**config.mk**
```make
export PLATFORM = sky130hd
export DESIGN_NAME = relative_branch_xref_scanner_core
export DESIGN_NICKNAME = d
export VERILOG_FILES = /design/src/sv/rbx_pkg.sv /design/src/sv/relative_branch_xref_scanner_core.sv
export SDC_FILE = /design/constraint.sdc
export NUM_CORES = 1
export LEC_CHECK = 0
export BUFFER_PORTS_ARGS = -buffer_cell sky130_fd_sc_hd__clkbuf_2
export CORE_AREA = 2 2 269 245
export DETAILED_ROUTE_END_ITERATION = 10
export DIE_AREA = 0 0 271 247
export GPL_ROUTABILITY_DRIVEN = 0
export HOLD_SLACK_MARGIN = 0.1
export PLACE_DENSITY = 0.67
export REMOVE_ABC_BUFFERS = 1
export SLEW_MARGIN = 20
export SYNTH_ARGS = -nofsm -noshare
export SYNTH_HDL_FRONTEND = slang
export SYNTH_SLANG_ARGS = --single-unit
```
**constraint.sdc**
```tcl
create_clock -name clk -period 15.6 [get_ports clk]
set_input_delay 2.34 -clock clk [delete_from_list [all_inputs] [get_ports clk]]
set_output_delay 2.34 -clock clk [all_outputs]
set_load 0.03 [all_outputs]
```
**src/sv/rbx_pkg.sv**
```systemverilog
`timescale 1ns / 1ps
// ----------------------------------------------------------------------------
// rbx_pkg
// Shared types and constants for the relative branch reference scanner.
// ----------------------------------------------------------------------------
package rbx_pkg;

    // width of the running byte position, which saturates at all ones
    localparam int POS_BITS = 32;

    localparam int ADDR_BITS = 5;

    localparam logic [30:0] MASK31 = 31'h7FFF_FFFF;

    // register index within the configuration space, byte address 4*index
    typedef enum logic [2:0] {
        REG_ARCH_MODE    = 3'd0,
        REG_LITTLE_END   = 3'd1,
        REG_TARGET       = 3'd2,
        REG_RANGE_LIMIT  = 3'd3,
        REG_SCAN_FROM    = 3'd4,
        REG_SCAN_TO      = 3'd5,
        REG_FILE_LENGTH  = 3'd6
    } cfg_reg_t;

    typedef enum logic [1:0] {
        ISA_PPC = 2'd0,
        ISA_ARM = 2'd1,
        ISA_X86 = 2'd2
    } arch_t;

    localparam logic [30:0] SCAN_FROM_RESET = 31'd1;
    localparam logic [30:0] SCAN_TO_RESET   = 31'h7FFF_FFFF;

    // arm adjustment (d - 8) / 4 taken from target - i with the delta of one
    // folded in, negative values add 3 before the shift; x86 adjustment d - 5
    localparam logic [33:0] ARM_BIAS     = 34'd7;
    localparam logic [33:0] ARM_BIAS_RND = 34'd4;
    localparam logic [33:0] X86_BIAS     = 34'd5;

    // snapshot of one byte and its window, held between accept and check
    typedef struct packed {
        logic                  start;
        logic [POS_BITS-1:0]   pos;
        logic [3:0][7:0]       win;   // win[0] oldest, win[3] newest
    } stage_t;

endpackage

```
**src/sv/relative_branch_xref_scanner_core.sv**
```systemverilog
`timescale 1ns / 1ps
// ----------------------------------------------------------------------------
// relative_branch_xref_scanner_core
// Scans an image byte stream for relative displacements to a target offset.
// ----------------------------------------------------------------------------
// One image byte is taken per clock cycle unless the output stalls. Each byte
// is captured with its three predecessors into an input stage; the following
// cycle the candidate position is range-checked, the displacement is adjusted
// for the architecture, laid out in the chosen byte order and compared with
// the window. A match then enters the output register once that has room;
// bytes without a match produce no output word. Input flow stops only while the
// output register holds a word not taken. Configuration is to be written over
// the APB port only while the scanner is idle; the block does not enforce it.
module relative_branch_xref_scanner_core
(
    input  logic                          clk,
    input  logic                          rst_n,

    input  logic                          psel,
    input  logic                          penable,
    input  logic                          pwrite,
    input  logic [rbx_pkg::ADDR_BITS-1:0] paddr,
    input  logic [31:0]                   pwdata,
    output logic [31:0]                   prdata,
    output logic                          pready,

    input  logic                          in_valid,
    output logic                          in_ready,
    input  logic [7:0]                    data_byte,
    input  logic                          stream_start,

    output logic                          out_valid,
    input  logic                          out_ready,
    output logic [30:0]                   match_position,
    output logic signed [31:0]            match_value,
    output logic [30:0]                   match_count
);

    localparam int PB = rbx_pkg::POS_BITS;

    // ------------------------------------------------------------------
    // configuration registers
    // ------------------------------------------------------------------
    logic [1:0]  arch_mode_reg;
    logic        little_endian_reg;
    logic [30:0] target_reg;
    logic [30:0] range_limit_reg;
    logic [30:0] scan_from_reg;
    logic [30:0] scan_to_reg;
    logic [30:0] file_length_reg;

    logic                  cfg_wr;
    rbx_pkg::cfg_reg_t     cfg_sel;

    assign pready  = 1'b1;
    assign cfg_wr  = psel & penable & pwrite;
    assign cfg_sel = rbx_pkg::cfg_reg_t'(paddr[rbx_pkg::ADDR_BITS-1:2]);

    always_ff @(posedge clk or negedge rst_n)
    begin
        if (!rst_n)
        begin
            arch_mode_reg     <= rbx_pkg::ISA_PPC;
            little_endian_reg <= 1'b0;
            target_reg        <= '0;
            range_limit_reg   <= '0;
            scan_from_reg     <= rbx_pkg::SCAN_FROM_RESET;
            scan_to_reg       <= rbx_pkg::SCAN_TO_RESET;
            file_length_reg   <= '0;
        end
        else if (cfg_wr)
        begin
            unique case (cfg_sel)
                rbx_pkg::REG_ARCH_MODE:   arch_mode_reg     <= pwdata[1:0];
                rbx_pkg::REG_LITTLE_END:  little_endian_reg <= pwdata[0];
                rbx_pkg::REG_TARGET:      target_reg        <= pwdata[30:0];
                rbx_pkg::REG_RANGE_LIMIT: range_limit_reg   <= pwdata[30:0];
                rbx_pkg::REG_SCAN_FROM:   scan_from_reg     <= pwdata[30:0];
                rbx_pkg::REG_SCAN_TO:     scan_to_reg       <= pwdata[30:0];
                rbx_pkg::REG_FILE_LENGTH: file_length_reg   <= pwdata[30:0];
                default: ;
            endcase
        end
    end

    always_comb
    begin
        unique case (cfg_sel)
            rbx_pkg::REG_ARCH_MODE:   prdata = {30'd0, arch_mode_reg};
            rbx_pkg::REG_LITTLE_END:  prdata = {31'd0, little_endian_reg};
            rbx_pkg::REG_TARGET:      prdata = {1'b0, target_reg};
            rbx_pkg::REG_RANGE_LIMIT: prdata = {1'b0, range_limit_reg};
            rbx_pkg::REG_SCAN_FROM:   prdata = {1'b0, scan_from_reg};
            rbx_pkg::REG_SCAN_TO:     prdata = {1'b0, scan_to_reg};
            rbx_pkg::REG_FILE_LENGTH: prdata = {1'b0, file_length_reg};
            default:                  prdata = '0;
        endcase
    end

    // ------------------------------------------------------------------
    // byte history, position and input stage
    // ------------------------------------------------------------------
    logic [2:0][7:0]     hist_reg, hist_next;     // hist[0] newest
    logic [PB-1:0]       pos_reg, pos_next;
    rbx_pkg::stage_t     s1_reg, s1_next;
    logic                s1_valid_reg, s1_valid_next;

    logic                in_acc;
    logic                advance;
    logic [2:0][7:0]     hist_used;
    logic [PB-1:0]       pos_used;

    assign advance  = s1_valid_reg & (~out_valid | out_ready);
    assign in_ready = ~s1_valid_reg | advance;
    assign in_acc   = in_valid & in_ready;

    always_comb
    begin
        hist_used = stream_start ? '0 : hist_reg;
        pos_used  = stream_start ? '0 : pos_reg;

        hist_next = hist_reg;
        pos_next  = pos_reg;
        s1_next   = s1_reg;
        if (in_acc)
        begin
            hist_next = {hist_used[1], hist_used[0], data_byte};
            pos_next  = (pos_used == '1) ? pos_used : pos_used + PB'(1);
            s1_next.start = stream_start;
            s1_next.pos   = pos_used;
            s1_next.win   = {data_byte, hist_used[0], hist_used[1], hist_used[2]};
        end

        if (in_acc)
            s1_valid_next = 1'b1;
        else if (advance)
            s1_valid_next = 1'b0;
        else
            s1_valid_next = s1_valid_reg;
    end

    always_ff @(posedge clk or negedge rst_n)
    begin
        if (!rst_n)
        begin
            hist_reg     <= '0;
            pos_reg      <= '0;
            s1_valid_reg <= 1'b0;
        end
        else
        begin
            hist_reg     <= hist_next;
            pos_reg      <= pos_next;
            s1_valid_reg <= s1_valid_next;
        end
    end

    always_ff @(posedge clk)
    begin
        s1_reg <= s1_next;
    end

    // ------------------------------------------------------------------
    // candidate check
    // ------------------------------------------------------------------
    logic            arch_ok;
    logic            is_arm;
    logic            is_x86;
    logic [2:0]      lag;
    logic [31:0]     pat_size;
    logic [33:0]     delta;
    logic [PB-1:0]   cand;
    logic [63:0]     cand_wide;
    logic            cand_ok;
    logic [30:0]     cand_i;
    logic            bounds_ok;
    logic [33:0]     diff;
    logic [33:0]     disp;
    logic [33:0]     disp_mag;
    logic            range_ok;
    logic [33:0]     arm_t;
    logic [33:0]     arm_r;
    logic [33:0]     adj;
    logic [31:0]     adj_u;
    logic [3:0][7:0] lay;
    logic            bytes_ok;
    logic            hit;

    always_comb
    begin
        arch_ok  = 1'b1;
        is_arm   = 1'b0;
        is_x86   = 1'b0;
        lag      = 3'd3;
        pat_size = 32'd3;
        delta    = 34'd1;
        unique case (arch_mode_reg)
            rbx_pkg::ISA_PPC:
            begin
                lag = 3'd3;
            end
            rbx_pkg::ISA_ARM:
            begin
                lag    = 3'd1;
                is_arm = 1'b1;
            end
            rbx_pkg::ISA_X86:
            begin
                lag      = 3'd4;
                pat_size = 32'd4;
                delta    = 34'd0;
                is_x86   = 1'b1;
            end
            default:
            begin
                arch_ok = 1'b0;
            end
        endcase

        cand      = s1_reg.pos - PB'(lag);
        cand_wide = 64'(cand);
        cand_ok   = (s1_reg.pos != '1) && (s1_reg.pos >= PB'(lag))
                    && (cand_wide <= 64'(rbx_pkg::MASK31));
        cand_i    = 31'(cand_wide);

        bounds_ok = (cand_i >= scan_from_reg) && (cand_i < scan_to_reg)
                    && (({1'b0, cand_i} + pat_size) < {1'b0, file_length_reg});

        // two's complement displacement, bit 33 is the sign
        diff     = {3'b000, target_reg} - {3'b000, cand_i};
        disp     = diff + delta;
        disp_mag = disp[33] ? (34'd0 - disp) : disp;
        range_ok = (range_limit_reg == '0) || (disp_mag <= {3'b000, range_limit_reg});

        // arm divide by four truncates toward zero, both roundings in parallel
        arm_t = diff - rbx_pkg::ARM_BIAS;
        arm_r = arm_t[33] ? (diff - rbx_pkg::ARM_BIAS_RND) : arm_t;
        if (is_arm)
            adj = {arm_r[33], arm_r[33], arm_r[33:2]};
        else if (is_x86)
            adj = diff - rbx_pkg::X86_BIAS;
        else
            adj = disp;
        adj_u = adj[31:0];

        for (int k = 0; k < 4; k++)
        begin
            lay[k] = little_endian_reg ? adj_u[8*k +: 8] : adj_u[8*(3-k) +: 8];
        end

        if (is_x86)
            bytes_ok = (lay[0] == s1_reg.win[0]) && (lay[1] == s1_reg.win[1])
                       && (lay[2] == s1_reg.win[2]) && (lay[3] == s1_reg.win[3]);
        else if (is_arm)
            bytes_ok = (lay[0] == s1_reg.win[1]) && (lay[1] == s1_reg.win[2])
                       && (lay[2] == s1_reg.win[3]);
        else
            bytes_ok = (lay[1] == s1_reg.win[1]) && (lay[2] == s1_reg.win[2])
                       && (lay[3] == s1_reg.win[3]);

        hit = arch_ok & cand_ok & bounds_ok & range_ok & bytes_ok;
    end

    // ------------------------------------------------------------------
    // match count and output register
    // ------------------------------------------------------------------
    logic [30:0] count_reg, count_next;
    logic [30:0] count_base;
    logic        out_valid_reg, out_valid_next;
    logic [30:0] pos_out_reg, pos_out_next;
    logic [31:0] value_out_reg, value_out_next;
    logic [30:0] count_out_reg, count_out_next;

    always_comb
    begin
        count_base = s1_reg.start ? '0 : count_reg;
        count_next = count_reg;
        if (advance)
        begin
            if (hit && (count_base != rbx_pkg::MASK31))
                count_next = count_base + 31'd1;
            else
                count_next = count_base;
        end

        pos_out_next   = pos_out_reg;
        value_out_next = value_out_reg;
        count_out_next = count_out_reg;
        if (advance && hit)
        begin
            pos_out_next   = cand_i - {30'd0, is_arm};
            value_out_next = disp[31:0];
            count_out_next = count_next;
        end

        if (advance)
            out_valid_next = hit;
        else if (out_ready)
            out_valid_next = 1'b0;
        else
            out_valid_next = out_valid_reg;
    end

    always_ff @(posedge clk or negedge rst_n)
    begin
        if (!rst_n)
        begin
            count_reg     <= '0;
            out_valid_reg <= 1'b0;
        end
        else
        begin
            count_reg     <= count_next;
            out_valid_reg <= out_valid_next;
        end
    end

    always_ff @(posedge clk)
    begin
        pos_out_reg   <= pos_out_next;
        value_out_reg <= value_out_next;
        count_out_reg <= count_out_next;
    end

    assign out_valid      = out_valid_reg;
    assign match_position = pos_out_reg;
    assign match_value    = $signed(value_out_reg);
    assign match_count    = count_out_reg;

endmodule
```
==> impl_metrics.xml <==
<?xml version="1.0" encoding="UTF-8"?>
<metrics>
  <group name="outcome">
    <metric name="outcome" unit="">completed</metric>
  </group>
  <group name="timing">
    <metric name="grt_setup_unrepaired" unit="">false</metric>
    <metric name="timing_max_transition_violations_final" unit="">0</metric>
    <metric name="setup-tns-final" unit="ns">0</metric>
    <metric name="timing.max_slew.rel_slack" unit="">0.241</metric>
    <metric name="finalHoldWorstSlack" unit="ns">0.498</metric>
    <metric name="finalSetupViolCount" unit="">0</metric>
    <metric name="timing.final.hold_violations" unit="">0</metric>
    <metric name="clock_skew" unit="ns">0.0382</metric>
    <metric name="worst_slack" unit="ns">1.56</metric>
    <metric name="fmax" unit="MHz">71.2</metric>
    <metric name="timing.final.crit_period" unit="ns">14.04</metric>
    <metric name="min_period_over_period" unit="">0.900</metric>
    <metric name="worstMarginPinSlew" unit="ns">1.13</metric>
  </group>
  <group name="synth">
    <metric name="synth-seq-cells" unit="">406</metric>
    <metric name="synth_sequential_area_ratio" unit="">0.346</metric>
    <metric name="async_set_or_reset_register_ratio_after_synthesis" unit="">0.608</metric>
    <metric name="synth_flop_cell" unit="">dfrtp_1</metric>
    <metric name="yosysTopAreaCell" unit="">dfrtp_1</metric>
    <metric name="synth-edff-count" unit="">159</metric>
    <metric name="syn_inst" unit="">3621</metric>
    <metric name="synthesis.area" unit="mm²">0.0318</metric>
    <metric name="number_of_distinct_library_cells_after_synthesis" unit="">114</metric>
    <metric name="mapped_avg_cell_area" unit="µm²">8.78</metric>
    <metric name="yosys_warnings" unit="">0</metric>
    <metric name="synth_top_cells_by_area" unit="">dfrtp_1 (17%), edfxtp_1 (15%), ha_1 (6.4%), xnor2_1 (6.0%), nand2_1 (4.6%)</metric>
    <metric name="synth_top_area_share" unit="">0.169</metric>
  </group>
  <group name="setup_path">
    <metric name="critical_path.max_fanout" unit="">16</metric>
    <metric name="worst_setup_path_start_kind" unit="">flip-flop</metric>
    <metric name="worst-endpoint-required" unit="ns">15.93</metric>
    <metric name="crit_path_end_kind" unit="">flip-flop</metric>
    <metric name="worst-endpoint-arrival" unit="ns">14.37</metric>
    <metric name="crit_path_max_incr_delay" unit="ns">1.09</metric>
    <metric name="crit_path_top_delay_cell" unit="">a2111oi_1</metric>
    <metric name="worst_r2r_path_depth" unit="">39</metric>
    <metric name="worstSetupPathType" unit="">flip-flop to flip-flop</metric>
  </group>
  <group name="die">
    <metric name="chipHeight" unit="µm">247</metric>
    <metric name="die-area" unit="mm²">0.0669</metric>
    <metric name="chipWidth" unit="µm">271</metric>
    <metric name="start_util" unit="">0.493</metric>
    <metric name="core_region_area" unit="mm²">0.0645</metric>
    <metric name="placement_rows" unit="">89</metric>
    <metric name="num_io_pins" unit="">182</metric>
  </group>
  <group name="final_layout">
    <metric name="fill_count" unit="">5894</metric>
    <metric name="layout-drive-gt1-share" unit="">0.138</metric>
    <metric name="layout.area.seq" unit="mm²">0.0110</metric>
    <metric name="final_cell_mix" unit="">nand2_1 (387), nor2_1 (258), xnor2_1 (216), dfrtp_1 (214), o21ai_0 (192)</metric>
    <metric name="area.growth.synth_to_final" unit="%">10.1</metric>
    <metric name="fin_area" unit="mm²">0.0350</metric>
    <metric name="largest_register_ffs" unit="">65</metric>
    <metric name="multi_input_area" unit="mm²">0.0194</metric>
    <metric name="finish.net_count" unit="">3923</metric>
    <metric name="insertedDiodeCount" unit="">0</metric>
    <metric name="leading_cell_type_in_the_layout_fill_and_taps_excluded" unit="">nand2_1</metric>
  </group>
  <group name="clocking">
    <metric name="clk_latency" unit="ns">0.62</metric>
    <metric name="numCtsBuffers" unit="">46</metric>
    <metric name="cts.sinks" unit="">406</metric>
    <metric name="htree_num_levels" unit="">2</metric>
    <metric name="post_cts_resized" unit="">0</metric>
    <metric name="cts_max_path_buffers" unit="">3</metric>
    <metric name="ctsHoldBuffers" unit="">0</metric>
    <metric name="cts.repair_timing.setup_buffer_count" unit="">0</metric>
    <metric name="cts-root-buf" unit="">clkbuf_16</metric>
    <metric name="clkTransAtPathRegs" unit="ns">0.06</metric>
    <metric name="clock_tree_from_tritoncts" unit="">yes</metric>
  </group>
  <group name="routing">
    <metric name="initialDrtViolationCount" unit="">4287</metric>
    <metric name="vias_per_cell" unit="">6.33</metric>
    <metric name="wl" unit="µm">107000</metric>
    <metric name="drc" unit="">0</metric>
    <metric name="detailedRoute.firstPassIterationCount" unit="">7</metric>
    <metric name="routed_wire_length_per_instance" unit="µm">23.3</metric>
    <metric name="dr_vias" unit="">29200</metric>
    <metric name="postRouteAntennaNets" unit="">0</metric>
  </group>
  <group name="global_route">
    <metric name="grt_start_max_net_pins" unit="">159</metric>
    <metric name="grt_antenna_before_repair" unit="">2</metric>
    <metric name="grt.overflow.total" unit="">0</metric>
    <metric name="grt_first_pass_wirelength" unit="µm">162000</metric>
    <metric name="first_global_vias" unit="">26900</metric>
    <metric name="gr-usage-all-layers" unit="">0.312</metric>
  </group>
  <group name="worst_hold_path">
    <metric name="worst_hold_path.num_cells" unit="">1</metric>
    <metric name="worst_hold_path_type" unit="">flip-flop to flip-flop</metric>
  </group>
  <group name="place">
    <metric name="post_dp_cell_area" unit="mm²">0.0334</metric>
    <metric name="dp_hpwl" unit="µm">80800</metric>
    <metric name="port-buffer-count" unit="">176</metric>
    <metric name="placement.setup.worst_slack" unit="ns">2.10</metric>
  </group>
  <group name="job">
    <metric name="cap_viol_max_count" unit="">0</metric>
  </group>
  <group name="power">
    <metric name="power.density_cell_area" unit="mW/mm²">149</metric>
    <metric name="max-vdd-ir-drop" unit="µV">103</metric>
    <metric name="power_leakage" unit="nW">13.9</metric>
  </group>
</metrics>
cell families after synthesis:
group	after synthesis	share of synthesized area
AOI/OAI and AO/OA	776	0.170
xor gates and xnor gates	300	0.0843
adders and majority gates	169	0.0669
buffers and inverters	380	0.0466
DFF	406	0.346
muxes	160	0.0548
other	2	0.000236
and+or+nand+nor	1428	0.231
per-stage QoR:
stage	std cells	utilization	power (mW)
CTS	4607	0.542	5.14
detailed placement	4521	0.518	4.00
finish	4607	0.543	5.22
floorplan	3435	-	3.17
global route	4607	0.543	5.50
global placement	4521	0.518	3.98
worst paths after layout:
check                                 start  slack [ns]              to
min in group asynchronous             rst_n        1.77   count_reg[17]
max                        arch_mode_reg[0]        1.56  match_count[2]
max in group asynchronous             rst_n       12.31      pos_reg[2]
min reg2reg                    hist_reg[23]        0.50    hist_reg[23]
min                            hist_reg[23]        0.50    hist_reg[23]
max reg2reg                arch_mode_reg[0]        1.56  match_count[2]
critical path, delay by kind of cell (launching register included):
family                     cells  cell delay, ns
AOI/OAI and AO/OA              9            3.56
xor gates and xnor gates       4            1.29
buffers and inverters          4            1.43
DFF                            1            0.43
and+or+nand+nor               18            5.45
adders and majority gates      4            1.57
cells in the mapped netlist (15+ instances only):
library cell and instances:
nand2_1 387, nor2_1 261, xnor2_1 216, dfrtp_1 215, o21ai_0 192, inv_1 190
ha_1 162, edfxtp_1 159, nand3_1 142, clkbuf_1 139, a21oi_1 130, mux2_2 100
nor3_1 97, nand4_1 96, nor2b_1 89, xor2_1 80, nor4_1 75, mux2i_1 58
a21o_1 50, or3_1 50, and3_1 43, or4_1 37, a22o_1 34, nand2b_1 34
a221o_1 33, dfstp_2 32, a31oi_1 31, buf_1 28, a211oi_1 26, o21a_1 25
and2_1 24, o211ai_1 22, o31ai_1 18, o22ai_1 17, or2_2 17, a2111oi_0 16
o2111ai_1 15
power breakdown:
group	internal, mW	switching (mW)	leakage, nW	total, mW
combinational	0.948	1.79	8.68	2.74
sequential	1.26	0.121	4.48	1.38
clock	0.630	0.478	0.748	1.11
final cells by class:
class,count,share of cell area
flip-flops and latches,406,0.314
inverters,194,0.0209
clock inverters,27,0.00780
repair buffers,222,0.0357
clock buffers,59,0.0361
multi-input cells,2835,0.554
well taps,864,0.0309
routing by layer:
layer	vias up	track usage	share of wire
met4	0	0.108	0.037
met2	1524	0.463	0.42
li1	13500	-	-
met1	13900	0.439	0.43
met5	-	0	0
met3	274	0.0805	0.11
Note: power is estimated with default switching activity, not from simulation.
